**src/hw/rtl/acr_pkg.sv**
```systemverilog
// Shared codes, reset values, decode tables and types for the audio controller config block.
`timescale 1ns / 1ps

package acr_pkg;

    // Access kinds and targets
    localparam logic OP_READ    = 1'b0;
    localparam logic OP_WRITE   = 1'b1;
    localparam logic TGT_WINDOW = 1'b0;
    localparam logic TGT_CODEC  = 1'b1;

    // Window offsets
    localparam logic [2:0] OFF_MC1  = 3'd0;
    localparam logic [2:0] OFF_MC2  = 3'd1;
    localparam logic [2:0] OFF_MC3  = 3'd2;
    localparam logic [2:0] OFF_MC4  = 3'd3;
    localparam logic [2:0] OFF_MC5  = 3'd4;
    localparam logic [2:0] OFF_MC6  = 3'd5;
    localparam logic [2:0] OFF_PASS = OFF_MC3;

    localparam int MC_COUNT = 6;
    localparam logic [7:0] MC_RESET [MC_COUNT] =
        '{8'h00, 8'h03, 8'h00, 8'h00, 8'h3F, 8'h83};

    localparam logic [7:0] CHIP_ID_RESET = 8'hE3;
    localparam logic [7:0] READ_IDLE     = 8'hFF;
    localparam logic [7:0] MC3_FORCED    = 8'h02;
    localparam logic [7:0] MC3_READ_MASK = 8'hFC;
    localparam logic [7:0] MC3_READ_SET  = 8'h02;
    localparam logic [7:0] CODEC_STATUS  = 8'h04;
    localparam logic [7:0] CODEC_FLAG    = 8'h40;

    // Password sequence phases
    localparam logic [1:0] PH_IDLE   = 2'd0;
    localparam logic [1:0] PH_FIRST  = 2'd1;
    localparam logic [1:0] PH_SECOND = 2'd2;
    localparam logic [1:0] PH_THIRD  = 2'd3;

    // Compatibility decode
    localparam logic [9:0] COMPAT_BASE_LO    = 10'h220;
    localparam logic [9:0] COMPAT_BASE_HI    = 10'h240;
    localparam logic [3:0] COMPAT_IRQ_RESET  = 4'd5;
    localparam logic [1:0] COMPAT_DMA_RESET  = 2'd1;
    localparam logic [3:0] COMPAT_IRQ_MAP [4] = '{4'd7, 4'd10, 4'd5, 4'd5};
    localparam logic [1:0] COMPAT_DMA_MAP [4] = '{2'd1, 2'd0, 2'd3, 2'd3};

    // Codec port and fixed decode tables
    localparam logic [1:0]  CODEC_DMA_MAP  [4] = '{2'd0, 2'd0, 2'd1, 2'd3};
    localparam logic [3:0]  CODEC_IRQ_MAP  [8] =
        '{4'd5, 4'd7, 4'd9, 4'd10, 4'd11, 4'd12, 4'd14, 4'd15};
    localparam logic [11:0] CODEC_BASE_MAP [4] = '{12'h530, 12'hE80, 12'hF40, 12'h604};
    localparam logic [9:0]  MIDI_BASE_MAP  [4] = '{10'h330, 10'h320, 10'h310, 10'h300};
    localparam logic [3:0]  MIDI_IRQ_MAP   [4] = '{4'd9, 4'd10, 4'd5, 4'd7};

    typedef struct packed {
        logic        codec_mode;
        logic [11:0] codec_base;
        logic [9:0]  midi_base;
        logic [3:0]  midi_irq;
        logic        joystick_enabled;
        logic        output_muted;
    } acr_dec_t;

    typedef struct packed {
        logic [7:0]  read_data;
        acr_dec_t    dec;
        logic [9:0]  compat_base;
        logic [3:0]  compat_irq;
        logic [1:0]  compat_dma;
        logic [3:0]  codec_irq;
        logic [1:0]  codec_dma;
    } acr_res_t;

endpackage

```
**src/hw/rtl/acr_if.sv**
```systemverilog
// Valid/ready channel interfaces for access requests and results.
`timescale 1ns / 1ps

interface acr_in_if;
    logic       valid;
    logic       ready;
    logic       opcode;
    logic       target;
    logic [2:0] register_offset;
    logic [7:0] write_data;

    modport source (output valid, output opcode, output target,
                    output register_offset, output write_data, input ready);
    modport sink   (input valid, input opcode, input target,
                    input register_offset, input write_data, output ready);
endinterface

interface acr_out_if;
    logic        valid;
    logic        ready;
    logic [7:0]  read_data;
    logic        codec_mode;
    logic [11:0] codec_base;
    logic [9:0]  compat_base;
    logic [3:0]  compat_irq;
    logic [1:0]  compat_dma;
    logic [9:0]  midi_base;
    logic [3:0]  midi_irq;
    logic [3:0]  codec_irq;
    logic [1:0]  codec_dma;
    logic        joystick_enabled;
    logic        output_muted;

    modport source (output valid, output read_data, output codec_mode, output codec_base,
                    output compat_base, output compat_irq, output compat_dma,
                    output midi_base, output midi_irq, output codec_irq, output codec_dma,
                    output joystick_enabled, output output_muted, input ready);
    modport sink   (input valid, input read_data, input codec_mode, input codec_base,
                    input compat_base, input compat_irq, input compat_dma,
                    input midi_base, input midi_irq, input codec_irq, input codec_dma,
                    input joystick_enabled, input output_muted, output ready);
endinterface

```
**src/hw/rtl/acr_decode.sv**
```systemverilog
// Decode of stored MC1, MC4 and MC6 fields into codec, MIDI, game port and mute settings.
`timescale 1ns / 1ps

module acr_decode
    import acr_pkg::*;
(
    input  logic [7:0] mc1,
    input  logic [7:0] mc4,
    input  logic [7:0] mc6,
    output acr_dec_t   dec
);

    always_comb
    begin
        dec.codec_mode       = mc1[7];
        dec.codec_base       = CODEC_BASE_MAP[mc1[5:4]];
        dec.midi_base        = MIDI_BASE_MAP[mc6[6:5]];
        dec.midi_irq         = MIDI_IRQ_MAP[mc6[4:3]];
        dec.joystick_enabled = ~mc1[0];
        dec.output_muted     = mc4[2];
    end

endmodule

```
**src/hw/rtl/audio_controller_config_regs.sv**
```systemverilog
// Top level of the audio controller configuration block: register window, codec port, decode.
`timescale 1ns / 1ps

// Usage:
//   in_ch  carries one bus access per transfer: opcode (read/write), target (window or
//          codec config port), register_offset and write_data.
//   out_ch returns exactly one result per access: the byte read (0 on writes, 0xFF when
//          locked or gated) plus every decoded setting as it stands after the access.
//   cfg_wr_en / cfg_wr_data load the chip id byte used as unlock password; write it only
//          while no access is in flight.
// The result of an accepted access is registered and offered in the cycle after it is accepted.
// Throughput is one access per cycle while results are taken; the single result register sets that figure, and
// in_ch.ready stays high while that register is empty or being drained in the same cycle.
// When the receiver stalls, the result holds and in_ch.ready drops until it is taken.
// Reset (rst_n low, asynchronous) loads MC1..MC6 with 00,03,00,00,3F,83 hex, locks the
// window, clears the password sequence and codec settings, sets the compatibility decode
// to base 0x220, IRQ 5, DMA 1, and restores chip id 0xE3. No clearing pass is needed.
// Each window access consumes the unlock; writing chip id to MC3 grants the next one.
module audio_controller_config_regs
    import acr_pkg::*;
(
    input  logic       clk,
    input  logic       rst_n,
    input  logic       cfg_wr_en,
    input  logic [7:0] cfg_wr_data,
    acr_in_if.sink     in_ch,
    acr_out_if.source  out_ch
);

    // Architectural state
    logic [7:0] mc_bank_reg [MC_COUNT];
    logic [7:0] mc_bank_next [MC_COUNT];
    logic       unlocked_reg, unlocked_next;
    logic [1:0] phase_reg, phase_next;
    logic [7:0] codec_setting_reg, codec_setting_next;
    logic [9:0] compat_base_reg, compat_base_next;
    logic [3:0] compat_irq_reg, compat_irq_next;
    logic [1:0] compat_dma_reg, compat_dma_next;
    logic [3:0] codec_irq_reg, codec_irq_next;
    logic [1:0] codec_dma_reg, codec_dma_next;
    logic [7:0] chip_id_reg;

    // Result stage
    logic       out_valid_reg, out_valid_next;
    acr_res_t   res_reg, res_next;
    acr_dec_t   dec;
    logic       accept;
    logic [7:0] read_byte;

    // Advance whenever the result register is empty or drains this cycle
    assign in_ch.ready = ~out_valid_reg | out_ch.ready;
    assign accept      = in_ch.valid & in_ch.ready;

    // Access handling: compute the state after this access
    always_comb
    begin
        logic       port_open;
        logic       id_match;
        logic       zero_byte;
        logic [2:0] off;
        logic [7:0] v;

        off       = in_ch.register_offset;
        v         = in_ch.write_data;
        id_match  = (v == chip_id_reg);
        zero_byte = (v == 8'h00);
        port_open = mc_bank_reg[OFF_MC5][4] | mc_bank_reg[OFF_MC1][7];

        for (int i = 0; i < MC_COUNT; i++)
        begin
            mc_bank_next[i] = mc_bank_reg[i];
        end
        unlocked_next      = unlocked_reg;
        phase_next         = phase_reg;
        codec_setting_next = codec_setting_reg;
        compat_base_next   = compat_base_reg;
        compat_irq_next    = compat_irq_reg;
        compat_dma_next    = compat_dma_reg;
        codec_irq_next     = codec_irq_reg;
        codec_dma_next     = codec_dma_reg;
        read_byte          = 8'h00;

        if (in_ch.target == TGT_WINDOW)
        begin
            unlocked_next = 1'b0;
            if (in_ch.opcode == OP_WRITE)
            begin
                // Store through an open window; MC3 skips the password byte
                if (unlocked_reg && off <= OFF_MC6)
                begin
                    if (off == OFF_MC3)
                    begin
                        if (!id_match)
                        begin
                            mc_bank_next[OFF_MC3] = v;
                            if (mc_bank_reg[OFF_MC3] != v)
                            begin
                                compat_base_next = v[2] ? COMPAT_BASE_HI : COMPAT_BASE_LO;
                                compat_dma_next  = COMPAT_DMA_MAP[v[5:4]];
                                compat_irq_next  = COMPAT_IRQ_MAP[v[7:6]];
                            end
                        end
                    end
                    else
                    begin
                        mc_bank_next[off] = v;
                    end
                end
                // Unlock and password sequence
                if (off == OFF_PASS && (id_match || zero_byte))
                begin
                    if (id_match)
                    begin
                        unlocked_next = 1'b1;
                    end
                    unique case (phase_reg)
                        PH_IDLE:
                        begin
                            phase_next = PH_FIRST;
                        end
                        PH_FIRST:
                        begin
                            if (id_match)
                            begin
                                phase_next = PH_SECOND;
                            end
                        end
                        PH_SECOND:
                        begin
                            if (zero_byte)
                            begin
                                phase_next = PH_THIRD;
                            end
                        end
                        default:
                        begin
                            if (id_match)
                            begin
                                mc_bank_next[OFF_MC3] = MC3_FORCED;
                                phase_next            = PH_FIRST;
                            end
                        end
                    endcase
                end
            end
            else
            begin
                read_byte = READ_IDLE;
                if (unlocked_reg)
                begin
                    unique case (off) inside
                        OFF_MC1, OFF_MC2, OFF_MC4, OFF_MC5, OFF_MC6:
                        begin
                            read_byte = mc_bank_reg[off];
                        end
                        OFF_MC3:
                        begin
                            read_byte = (mc_bank_reg[OFF_MC3] & MC3_READ_MASK) | MC3_READ_SET;
                        end
                        default:
                        begin
                            read_byte = READ_IDLE;
                        end
                    endcase
                end
            end
        end
        else
        begin
            // Codec config port, gated by MC5 bit 4 or codec mode; leave the unlock alone
            if (in_ch.opcode == OP_WRITE)
            begin
                if (port_open)
                begin
                    codec_setting_next = v;
                    codec_dma_next     = CODEC_DMA_MAP[v[1:0]];
                    codec_irq_next     = CODEC_IRQ_MAP[v[5:3]];
                end
            end
            else
            begin
                read_byte = port_open ? (CODEC_STATUS | (codec_setting_reg & CODEC_FLAG))
                                      : READ_IDLE;
            end
        end
    end

    // Decode the settings as they stand after the access
    acr_decode u_decode (
        .mc1 (mc_bank_next[OFF_MC1]),
        .mc4 (mc_bank_next[OFF_MC4]),
        .mc6 (mc_bank_next[OFF_MC6]),
        .dec (dec)
    );

    always_comb
    begin
        res_next.read_data   = read_byte;
        res_next.dec         = dec;
        res_next.compat_base = compat_base_next;
        res_next.compat_irq  = compat_irq_next;
        res_next.compat_dma  = compat_dma_next;
        res_next.codec_irq   = codec_irq_next;
        res_next.codec_dma   = codec_dma_next;
        out_valid_next       = accept | (out_valid_reg & ~out_ch.ready);
    end

    // State update: commit only on an accepted transfer
    always_ff @(posedge clk or negedge rst_n)
    begin
        if (!rst_n)
        begin
            for (int i = 0; i < MC_COUNT; i++)
            begin
                mc_bank_reg[i] <= MC_RESET[i];
            end
            unlocked_reg      <= 1'b0;
            phase_reg         <= PH_IDLE;
            codec_setting_reg <= 8'h00;
            compat_base_reg   <= COMPAT_BASE_LO;
            compat_irq_reg    <= COMPAT_IRQ_RESET;
            compat_dma_reg    <= COMPAT_DMA_RESET;
            codec_irq_reg     <= 4'd0;
            codec_dma_reg     <= 2'd0;
            chip_id_reg       <= CHIP_ID_RESET;
            out_valid_reg     <= 1'b0;
        end
        else
        begin
            if (cfg_wr_en)
            begin
                chip_id_reg <= cfg_wr_data;
            end
            if (accept)
            begin
                for (int i = 0; i < MC_COUNT; i++)
                begin
                    mc_bank_reg[i] <= mc_bank_next[i];
                end
                unlocked_reg      <= unlocked_next;
                phase_reg         <= phase_next;
                codec_setting_reg <= codec_setting_next;
                compat_base_reg   <= compat_base_next;
                compat_irq_reg    <= compat_irq_next;
                compat_dma_reg    <= compat_dma_next;
                codec_irq_reg     <= codec_irq_next;
                codec_dma_reg     <= codec_dma_next;
            end
            out_valid_reg <= out_valid_next;
        end
    end

    // Result payload: hold while stalled
    always_ff @(posedge clk)
    begin
        if (accept)
        begin
            res_reg <= res_next;
        end
    end

    assign out_ch.valid            = out_valid_reg;
    assign out_ch.read_data        = res_reg.read_data;
    assign out_ch.codec_mode       = res_reg.dec.codec_mode;
    assign out_ch.codec_base       = res_reg.dec.codec_base;
    assign out_ch.compat_base      = res_reg.compat_base;
    assign out_ch.compat_irq       = res_reg.compat_irq;
    assign out_ch.compat_dma       = res_reg.compat_dma;
    assign out_ch.midi_base        = res_reg.dec.midi_base;
    assign out_ch.midi_irq         = res_reg.dec.midi_irq;
    assign out_ch.codec_irq        = res_reg.codec_irq;
    assign out_ch.codec_dma        = res_reg.codec_dma;
    assign out_ch.joystick_enabled = res_reg.dec.joystick_enabled;
    assign out_ch.output_muted     = res_reg.dec.output_muted;

endmodule

```
**src/flat_wrapper.sv**
```systemverilog
// flat-port wrapper written by rule: the top's interface ports become plain ports
module audio_controller_config_regs_flat import acr_pkg::*;
  (clk, rst_n, cfg_wr_en, cfg_wr_data, in_ch_valid, in_ch_opcode, in_ch_target, in_ch_register_offset, in_ch_write_data, in_ch_ready, out_ch_valid, out_ch_read_data, out_ch_codec_mode, out_ch_codec_base, out_ch_compat_base, out_ch_compat_irq, out_ch_compat_dma, out_ch_midi_base, out_ch_midi_irq, out_ch_codec_irq, out_ch_codec_dma, out_ch_joystick_enabled, out_ch_output_muted, out_ch_ready);
  acr_in_if in_ch_i ();
  acr_out_if out_ch_i ();
  input  logic clk;
  input  logic rst_n;
  input  logic cfg_wr_en;
  input  logic [7:0] cfg_wr_data;
  input wire logic [$bits(in_ch_i.valid)-1:0] in_ch_valid;
  input wire logic [$bits(in_ch_i.opcode)-1:0] in_ch_opcode;
  input wire logic [$bits(in_ch_i.target)-1:0] in_ch_target;
  input wire logic [$bits(in_ch_i.register_offset)-1:0] in_ch_register_offset;
  input wire logic [$bits(in_ch_i.write_data)-1:0] in_ch_write_data;
  output wire logic [$bits(in_ch_i.ready)-1:0] in_ch_ready;
  output wire logic [$bits(out_ch_i.valid)-1:0] out_ch_valid;
  output wire logic [$bits(out_ch_i.read_data)-1:0] out_ch_read_data;
  output wire logic [$bits(out_ch_i.codec_mode)-1:0] out_ch_codec_mode;
  output wire logic [$bits(out_ch_i.codec_base)-1:0] out_ch_codec_base;
  output wire logic [$bits(out_ch_i.compat_base)-1:0] out_ch_compat_base;
  output wire logic [$bits(out_ch_i.compat_irq)-1:0] out_ch_compat_irq;
  output wire logic [$bits(out_ch_i.compat_dma)-1:0] out_ch_compat_dma;
  output wire logic [$bits(out_ch_i.midi_base)-1:0] out_ch_midi_base;
  output wire logic [$bits(out_ch_i.midi_irq)-1:0] out_ch_midi_irq;
  output wire logic [$bits(out_ch_i.codec_irq)-1:0] out_ch_codec_irq;
  output wire logic [$bits(out_ch_i.codec_dma)-1:0] out_ch_codec_dma;
  output wire logic [$bits(out_ch_i.joystick_enabled)-1:0] out_ch_joystick_enabled;
  output wire logic [$bits(out_ch_i.output_muted)-1:0] out_ch_output_muted;
  input wire logic [$bits(out_ch_i.ready)-1:0] out_ch_ready;
  assign in_ch_i.valid = in_ch_valid;
  assign in_ch_i.opcode = in_ch_opcode;
  assign in_ch_i.target = in_ch_target;
  assign in_ch_i.register_offset = in_ch_register_offset;
  assign in_ch_i.write_data = in_ch_write_data;
  assign in_ch_ready = in_ch_i.ready;
  assign out_ch_valid = out_ch_i.valid;
  assign out_ch_read_data = out_ch_i.read_data;
  assign out_ch_codec_mode = out_ch_i.codec_mode;
  assign out_ch_codec_base = out_ch_i.codec_base;
  assign out_ch_compat_base = out_ch_i.compat_base;
  assign out_ch_compat_irq = out_ch_i.compat_irq;
  assign out_ch_compat_dma = out_ch_i.compat_dma;
  assign out_ch_midi_base = out_ch_i.midi_base;
  assign out_ch_midi_irq = out_ch_i.midi_irq;
  assign out_ch_codec_irq = out_ch_i.codec_irq;
  assign out_ch_codec_dma = out_ch_i.codec_dma;
  assign out_ch_joystick_enabled = out_ch_i.joystick_enabled;
  assign out_ch_output_muted = out_ch_i.output_muted;
  assign out_ch_i.ready = out_ch_ready;
  audio_controller_config_regs u_core (.clk(clk), .rst_n(rst_n), .cfg_wr_en(cfg_wr_en), .cfg_wr_data(cfg_wr_data), .in_ch(in_ch_i), .out_ch(out_ch_i));
endmodule
```
**config.mk**
```make
export PLATFORM = sky130hd
export DESIGN_NAME = audio_controller_config_regs_flat
export DESIGN_NICKNAME = d
export VERILOG_FILES = /design/src/hw/rtl/acr_pkg.sv /design/src/hw/rtl/acr_if.sv /design/src/hw/rtl/acr_decode.sv /design/src/hw/rtl/audio_controller_config_regs.sv /design/src/flat_wrapper.sv
export SDC_FILE = /design/constraint.sdc
export NUM_CORES = 1
export LEC_CHECK = 0
export BUFFER_PORTS_ARGS = -buffer_cell sky130_fd_sc_hd__buf_4
export CORE_MARGIN = 4
export CORE_UTILIZATION = 57
export CTS_CLUSTER_DIAMETER = 120
export CTS_CLUSTER_SIZE = 30
export DETAILED_ROUTE_END_ITERATION = 12
export PLACE_DENSITY_LB_ADDON = 0.08
export SLEW_MARGIN = 20
export SYNTH_ARGS = -nofsm -noshare
export SYNTH_HDL_FRONTEND = slang
export SYNTH_SLANG_ARGS = --single-unit
```
**constraint.sdc**
```tcl
create_clock -name clk -period 3.15 [get_ports clk]
set_input_delay 0.63 -clock clk [delete_from_list [all_inputs] [get_ports clk]]
set_output_delay 0.63 -clock clk [all_outputs]
set_load 0.01 [all_outputs]
```
Word level (Yosys, flattened, before mapping)
Memories as Yosys holds them, arrays and structs flattened.
Cells that the tools add are included.
{ "totals": {"reg_bits": 148, "romBits": 32, "in_bits": 26, "output_inout_bits": 61, "elab_cells": 160, "memories": 1} }
{ "op_classes": {"order_cmp": 10, "eq_ne": 11, "muxes": 74, "bitwise": 18, "reduce_logical": 15} }
{ "memory_table": {"columns": ["name", "depth", "width", "read_ports", "rd_clocked_by_memory_dff", "wr", "line_no", "text"], "rows": [
  ["(name not given)", 8, 4, 1, 0, 0, "audio_controller_config_regs.sv:177", "codec_irq_next = CODEC_IRQ_MAP[v[5:3]];"]
]} }
{ "ops": {"columns": ["op", "n"], "rows": [
  ["$mux 48", 3],
  ["$mux 8", 13],
  ["$mux 10", 8],
  ["$mux 4", 15],
  ["$bwmux 48", 1],
  ["$mux 2", 16],
  ["$bmux 12 s2", 1],
  ["$bmux 8 s3", 1],
  ["$demux 8 s3", 1],
  ["$mux 12", 2],
  ["$mux 24", 1],
  ["$bmux 10 s2", 1],
  ["$ge 3x3->1 const B", 6],
  ["$not 2->3", 6],
  ["$bmux 4 s2", 2],
  ["$mux 16", 1],
  ["$pmux 8 s2", 1],
  ["$bmux 2 s2", 2],
  ["$eq 8x8->1", 1],
  ["$ge 4x4->1 const B", 2],
  ["$logic_not 8->1", 1],
  ["$ne 8x8->1", 1],
  ["$not 3->4", 2],
  ["$mux 7", 1],
  ["other kinds (25)", 39]
]} }

Logic depth before layout (Yosys ltp)
Gate-level depths: netlist (run 1).
{ "depth": {"ltp_word": 17, "mapped_depth": 9, "ltp_nobuf": 7} }

Cells and area by module
From an unflattened synthesis (run 1), not the netlist that was laid out.
{ "hier_totals": {"cells_unflattened": 519, "hier_area_um2": 6628.9} }
{ "by_module_without_submodules": {"columns": ["mod", "n_inst", "cells_per_inst", "area_each_um2", "seq_area_each_um2"], "rows": [
  ["audio_controller_config_regs", 1, 486, 6392.4, 3875.0],
  ["acr_decode", 1, 33, 236.5, 0.0]
]} }

Worst setup path after synthesis (run 1)
No wires, ideal clock.
{ "synth_timing": {"kind": "input -> register", "start": "in out_ch_ready", "end": "reg with a tool-made name", "setup_time_ns": 0.125, "t_arrival_ns": 3.061, "required_time_ns": 3.025, "setup_slack_ns": -0.036, "cell_stages": 6, "path_buffers": 0, "path_cell_list": "nand2b_1 > nand2_1 > inv_1 > nand2_1 > nor3_2 > mux2_2"} }
{ "synth_lines": {"columns": ["item", "line_no", "text"], "rows": [
  ["from (decl)", "flat_wrapper.sv:29", "input wire logic [$bits(out_ch_i.ready)-1:0] out_ch_ready;"]
]} }

==> results of run 1 <==
power breakdown:
group | switching (mW) | leakage, nW | internal, mW
registers | 0.0130 | 1.44 | 1.78
logic | 0.145 | 1.50 | 0.0939
clock network | 0.718 | 0.331 | 1.55
total | 0.876 | 3.27 | 3.42
final timing paths:
kind	from	endpoint	slack, ps	cells past startpoint
min in group clk	in_ch_valid	u_core.out_ch.valid$_DFF_PN0_	320	2
min	rst_n	u_core.phase_reg[1]$_DFFE_PN0P_	160	1
max in group asynchronous	rst_n	u_core.compat_irq_reg[3]$_DFFE_PN0P_	2480	1
max reg2reg	u_core.unlocked_reg$_DFFE_PN0P_	u_core.out_ch.codec_base[11]$_DFFE_PP_	620	5
min reg2reg	u_core.compat_base_reg[5]$_DFFE_PN1P_	u_core.compat_base_reg[5]$_DFFE_PN1P_	470	2
max	u_core.unlocked_reg$_DFFE_PN0P_	u_core.out_ch.codec_base[11]$_DFFE_PP_	620	5
kinds of logic after synthesis:
kind of cell	Yosys count	synth area share
flip-flops	129	0.578
AND/OR/NAND/NOR	93	0.0892
AO/OA/AOI/OAI	77	0.0778
multiplexers	76	0.152
buffers and inverters	63	0.0535
XOR/XNOR	16	0.0232
adder cells (fa/ha/maj)	12	0.0249
other	2	0.00125
per-stage QoR:
stage	utilization	cell area [µm²]	power (mW)	hold WS (ps)	cells
after floorplan	-	6070	1.96	334	478
after global placement	0.644	6650	2.06	453	659
after detailed placement	0.644	6650	2.06	466	659
after CTS	0.711	7340	4.33	308	691
after global routing	0.711	7340	4.46	205	691
final	0.711	7340	4.30	165	691
critical path, cell delays in order, from the launching register on:
cell and delay [ps]:
dfrtp_1 590, nand3b_4 140, or2_1 330, or3_1 530
mux2_2 380, ha_1 300
placed cells by master (no fill, tap or decap), types with 3 or more instances in the layout:
cell        n
o21ai_0    32
ha_1       12
conb_1     12
a2bb2oi_1   7
and2_1      8
mux2i_1    10
mux4_2      5
mux2_4      5
dfstp_2    21
nand4_1     4
nor2_1     13
a21oi_1    11
o22ai_1    12
edfxtp_1   46
xnor2_1    16
dfrtp_1    62
buf_4      85
mux2_2     56
nor2b_1     9
inv_1      21
nor3_1      3
nand2b_1    9
nand2_1    30
bufinv_16   7
clkbuf_16  16
metal layers:
layer	track usage	vias to the layer above	routed length (µm)
met4	0.0772	0	287
met5	0	-	0
met3	0.0688	25	641
li1	-	1784	-
met1	0.294	1901	5300
met2	0.352	106	6370
cell type report:
| cell class | count | area share |
|---|---|---|
| Clock buffer | 19 | 0.0588 |
| Clock inverter | 13 | 0.0349 |
| Inverter | 22 | 0.0118 |
| Multi-Input combinational cell | 286 | 0.308 |
| Sequential cell | 129 | 0.475 |
| Tap cell | 136 | 0.0232 |
| Timing Repair Buffer | 86 | 0.0885 |
==> results.yml, run 1 <==
clocking:
  post_cts.resized_instances: 0
  cts_buffer_depth: 2
  cts_made_buffers: 17
  cts_htree_levels: 4
  cts_tree: "built"
  clock_insertion_delay_worst_skew_ps: 520
  clock-root-buffer: "clkbuf_8"
  clock_sinks: 129
  cts.reportedPaths.clkPinSlew_ps: 60
  postCtsSetupBuffers: 0
  cts_hold_repair.buffers: 0
global_routing:
  grt_max_degree: 84
  grt_antenna_before_repair: 0
  grt_first_pass_wirelength_um: 21300
  via_count_of_the_first_global_routing_pass: 3958
  grt_util_all_layers: 0.223
  globalRoute.totalOverflow: 0
finish:
  drive_gt1_frac: 0.386
  nets: 580
  layout-area-overhead-vs-synth_pct: 21.7
  n_antenna_cell: 0
  sequential_cell_area_um2: 3480
  multi_input_comb_area_um2: 2260
  n_fill_cell: 716
drt:
  drc: 0
  drtAntennaViolNets: 0
  detail_route.vias_per_cell: 5.52
  detail_route.wirelength_um: 12600
  first_iter_violations: 229
  vias: 3816
  wire_per_inst_um: 18.2
  drt_first_pass_iters: 4
worst_setup_path:
  end_kind: "flip-flop"
  worst_ep_arrival_time_ps: 2790
  worstPathMaxFanout: 12
  worst-endpoint-required_ps: 3410
  setup.worst_path.class: "reg -> reg"
  worstSetupStartpointType: "flip-flop"
synthesis:
  synth_edf_count: 46
  postSynthAreaPerCell_um2: 12.9
  cell_area_after_synthesis_um2: 6030
  synth.top_cells.by_area: "dfrtp_1 (26%), edfxtp_1 (23%), mux2_2 (10%), dfstp_2 (9.1%), o21ai_0 (2.7%)"
  synthArstFlopShare: 0.643
  yosys_warnings: 0
  post_synth_num_cell_types: 54
  synth_largest_type_area_fraction: 0.257
  yosysSeqAreaShare: 0.578
  yosysMostFrequentCell: "dfrtp_1"
  syn-instance-count: 468
  synth_seq_cells: 129
  ys.flop_type: "dfrtp_1"
  synth.largest_area_cell: "dfrtp_1"
  post_synth_most_frequent_cells: "dfrtp_1 (62), mux2_2 (56), edfxtp_1 (46)"
floorplanning:
  width_of_the_die_um: 111
  num_rows: 37
  die_height_um: 111
  ioPinCount: 87
  initial_utilization: 0.584
  core_region_area_um2: 10300
  die_ar_um2: 12300
placement:
  place.gp.congestion: 0.866
  detailedPlacementHpwl_um: 8460
  port-buffer-count: 74
  detailedPlace.worstSlack_ps: 342
flow_run:
  drv.max_cap_violation_count: 0
timing:
  grt_setup_unrepaired: "false"
  finalSetupTns_ps: 0
  final_period_minus_worst_setup_slack_ps: 2530
  timing.final.ws_setup_ps: 619
  timing.final.crit_share: 0.803
  clock.fmax_ghz: 0.395
  final_hold_viol_count: 0
  timing_max_transition_violations_final: 0
  remaining_max_slew_budget_at_the_tightest_pin: 0.350
  worst_slew_pin_slew_ps: 971
  fin_worst_skew_ps: 8.43
  finalSetupViolations: 0
run_status:
  run_status: "completed"
power:
  ir_drop_mv: 0.339
  power.density_nw_per_um2: 586
  power_leakage_nw: 3.27
min_path:
  min_path_type: "in -> async"
No activity file was read; power rests on OpenSTA's default activity.
==> run 2, diff against run 1 <==
==> constraint.sdc (replaced) <==
create_clock -name clk -period 2.47 [get_ports clk]
set_input_delay 0.494 -clock clk [delete_from_list [all_inputs] [get_ports clk]]
set_output_delay 0.494 -clock clk [all_outputs]
set_load 0.01 [all_outputs]
==> results.yml, run 2 (synthesized netlist as in run 1, its figures left out) <==
flow_run:
  drv.max_cap_violation_count: 0
power:
  power.density_nw_per_um2: 699
  total_power_mw: 5.19
  power_leakage_nw: 3.35
  ir_drop_mv: 0.425
clocking:
  post_cts.resized_instances: 0
  postCtsSetupBuffers: 0
  cts_tree: "built"
  clock_insertion_delay_worst_skew_ps: 500
  cts_made_buffers: 17
  cts_hold_repair.buffers: 1
  cts_htree_levels: 4
  clock_sinks: 129
  clock-root-buffer: "clkbuf_8"
  cts_buffer_depth: 2
  cts.reportedPaths.clkPinSlew_ps: 60
floorplanning:
  core_region_area_um2: 10300
  initial_utilization: 0.584
  width_of_the_die_um: 111
  ioPinCount: 87
  die_ar_um2: 12300
  num_rows: 37
  die_height_um: 111
global_routing:
  grt_util_all_layers: 0.226
  globalRoute.totalOverflow: 0
  via_count_of_the_first_global_routing_pass: 4079
  grt_first_pass_wirelength_um: 21900
  grt_max_degree: 45
  grt_antenna_before_repair: 0
drt:
  wire_per_inst_um: 18.7
  vias: 3891
  detail_route.vias_per_cell: 5.53
  detail_route.wirelength_um: 13200
  drtAntennaViolNets: 0
  first_iter_violations: 269
  drc: 0
  drt_first_pass_iters: 4
timing:
  timing_max_transition_violations_final: 0
  remaining_max_slew_budget_at_the_tightest_pin: 0.601
  final_period_minus_worst_setup_slack_ps: 2100
  fin_worst_skew_ps: 5.48
  grt_setup_unrepaired: "false"
  timing.final.crit_share: 0.851
  finalSetupTns_ps: 0
  clock.fmax_ghz: 0.476
  finalSetupViolations: 0
  worst_slew_pin_slew_ps: 598
  final_hold_viol_count: 0
worst_setup_path:
  crit_path_start: "u_core.unlocked_reg$_DFFE_PN0P_"
  worstPathMaxFanout: 5
  cpMaxStageDelayCell: "or3_1"
  crit_chain: "nand3b_4 > or2_1 > or3_1 > mux2_2 > inv_1 > ha_1 > inv_1"
  end_kind: "flip-flop"
  critical-path-top-delay-family: "simple AND/OR/NAND/NOR gates"
  rr_startpoint: "u_core.unlocked_reg$_DFFE_PN0P_"
  worstReg2RegEnd: "u_core.out_ch.codec_base[9]$_DFFE_PP_"
  critical_path.most_common_cell: "inv_1"
  worst-endpoint-required_ps: 2730
  levels_on_crit_path: 7
  worst_ep_arrival_time_ps: 2370
  worstPathBufferInverterCount: 2
  setup.worst_path.class: "reg -> reg"
  worstSetupEndpoint: "u_core.out_ch.codec_base[9]$_DFFE_PP_"
  worstSetupStartpointType: "flip-flop"
  flop2flop_setup_slack_ps: 370
  critical_path.max_stage_delay_ps: 440
  worstRegToRegCells: 7
finish:
  post-route-cell-area_um2: 7420
  n_antenna_cell: 0
  drive_gt1_frac: 0.405
  mostFrequentLayoutCell: "buf_4"
  nets: 593
  commonest_cells_after_routing_fill_and_taps_aside: "buf_4 (96), dfrtp_1 (62), mux2_2 (56), edfxtp_1 (46), o21ai_0 (32)"
  layout-area-overhead-vs-synth_pct: 23.0
run_status:
  run_status: "completed"
placement:
  port-buffer-count: 74
  placed_cell_area_um2: 6790
  detailedPlacementHpwl_um: 8820
  place.gp.congestion: 0.870
min_path:
  min_path_type: "in -> reg"
-- run 2: cell type report --
class | instances | area [µm²]
Timing Repair Buffer | 99 | 771
Inverter | 22 | 86.3
Fill cell | 725 | 2900
Clock inverter | 13 | 185
Multi-Input combinational cell | 286 | 2290
Sequential cell | 129 | 3480
Tap cell | 136 | 170
Clock buffer | 19 | 432
-- run 2: stage by stage --
step	utilization	hold slack [ps]	worst slack (ps)	cells
finish	0.719	204	368	704
global route	0.719	208	278	704
CTS	0.719	181	374	704
detailed placement	0.658	471	91.3	671
global placement	0.658	453	134	671
floorplan	-	198	13.3	478
-- run 2: worst min path at each step --
stage | startpoint | to | slack, ps | cells past startpoint
finish | in_ch_valid | u_core.out_ch.valid$_DFF_PN0_ | 200 | 2
global route | cfg_wr_data[2] | u_core.chip_id_reg[2]$_DFFE_PN0P_ | 210 | 2
global placement | u_core.compat_base_reg[5]$_DFFE_PN1P_ | u_core.compat_base_reg[5]$_DFFE_PN1P_ | 450 | 2
detailed placement | u_core.codec_irq_reg[2]$_DFFE_PN0P_ | u_core.codec_irq_reg[2]$_DFFE_PN0P_ | 470 | 2
floorplan | rst_n | async pin | 200 | 0
CTS | in_ch_valid | u_core.out_ch.valid$_DFF_PN0_ | 180 | 2
-- run 2: routing by layer --
layer,vias to the layer above,GRT usage,wire (µm)
li1,1810,-,-
met2,140,0.382,6770
met1,1922,0.291,5360
met3,19,0.0502,848
met4,0,0.0722,213
met5,-,0,0
-- run 2: where the power goes --
part           switching, mW  leakage (nW)  internal [mW]
Clock                  0.905         0.298           1.67
Combinational          0.196          1.61          0.131
Sequential            0.0162          1.44           2.27
Total                   1.12          3.35           4.07
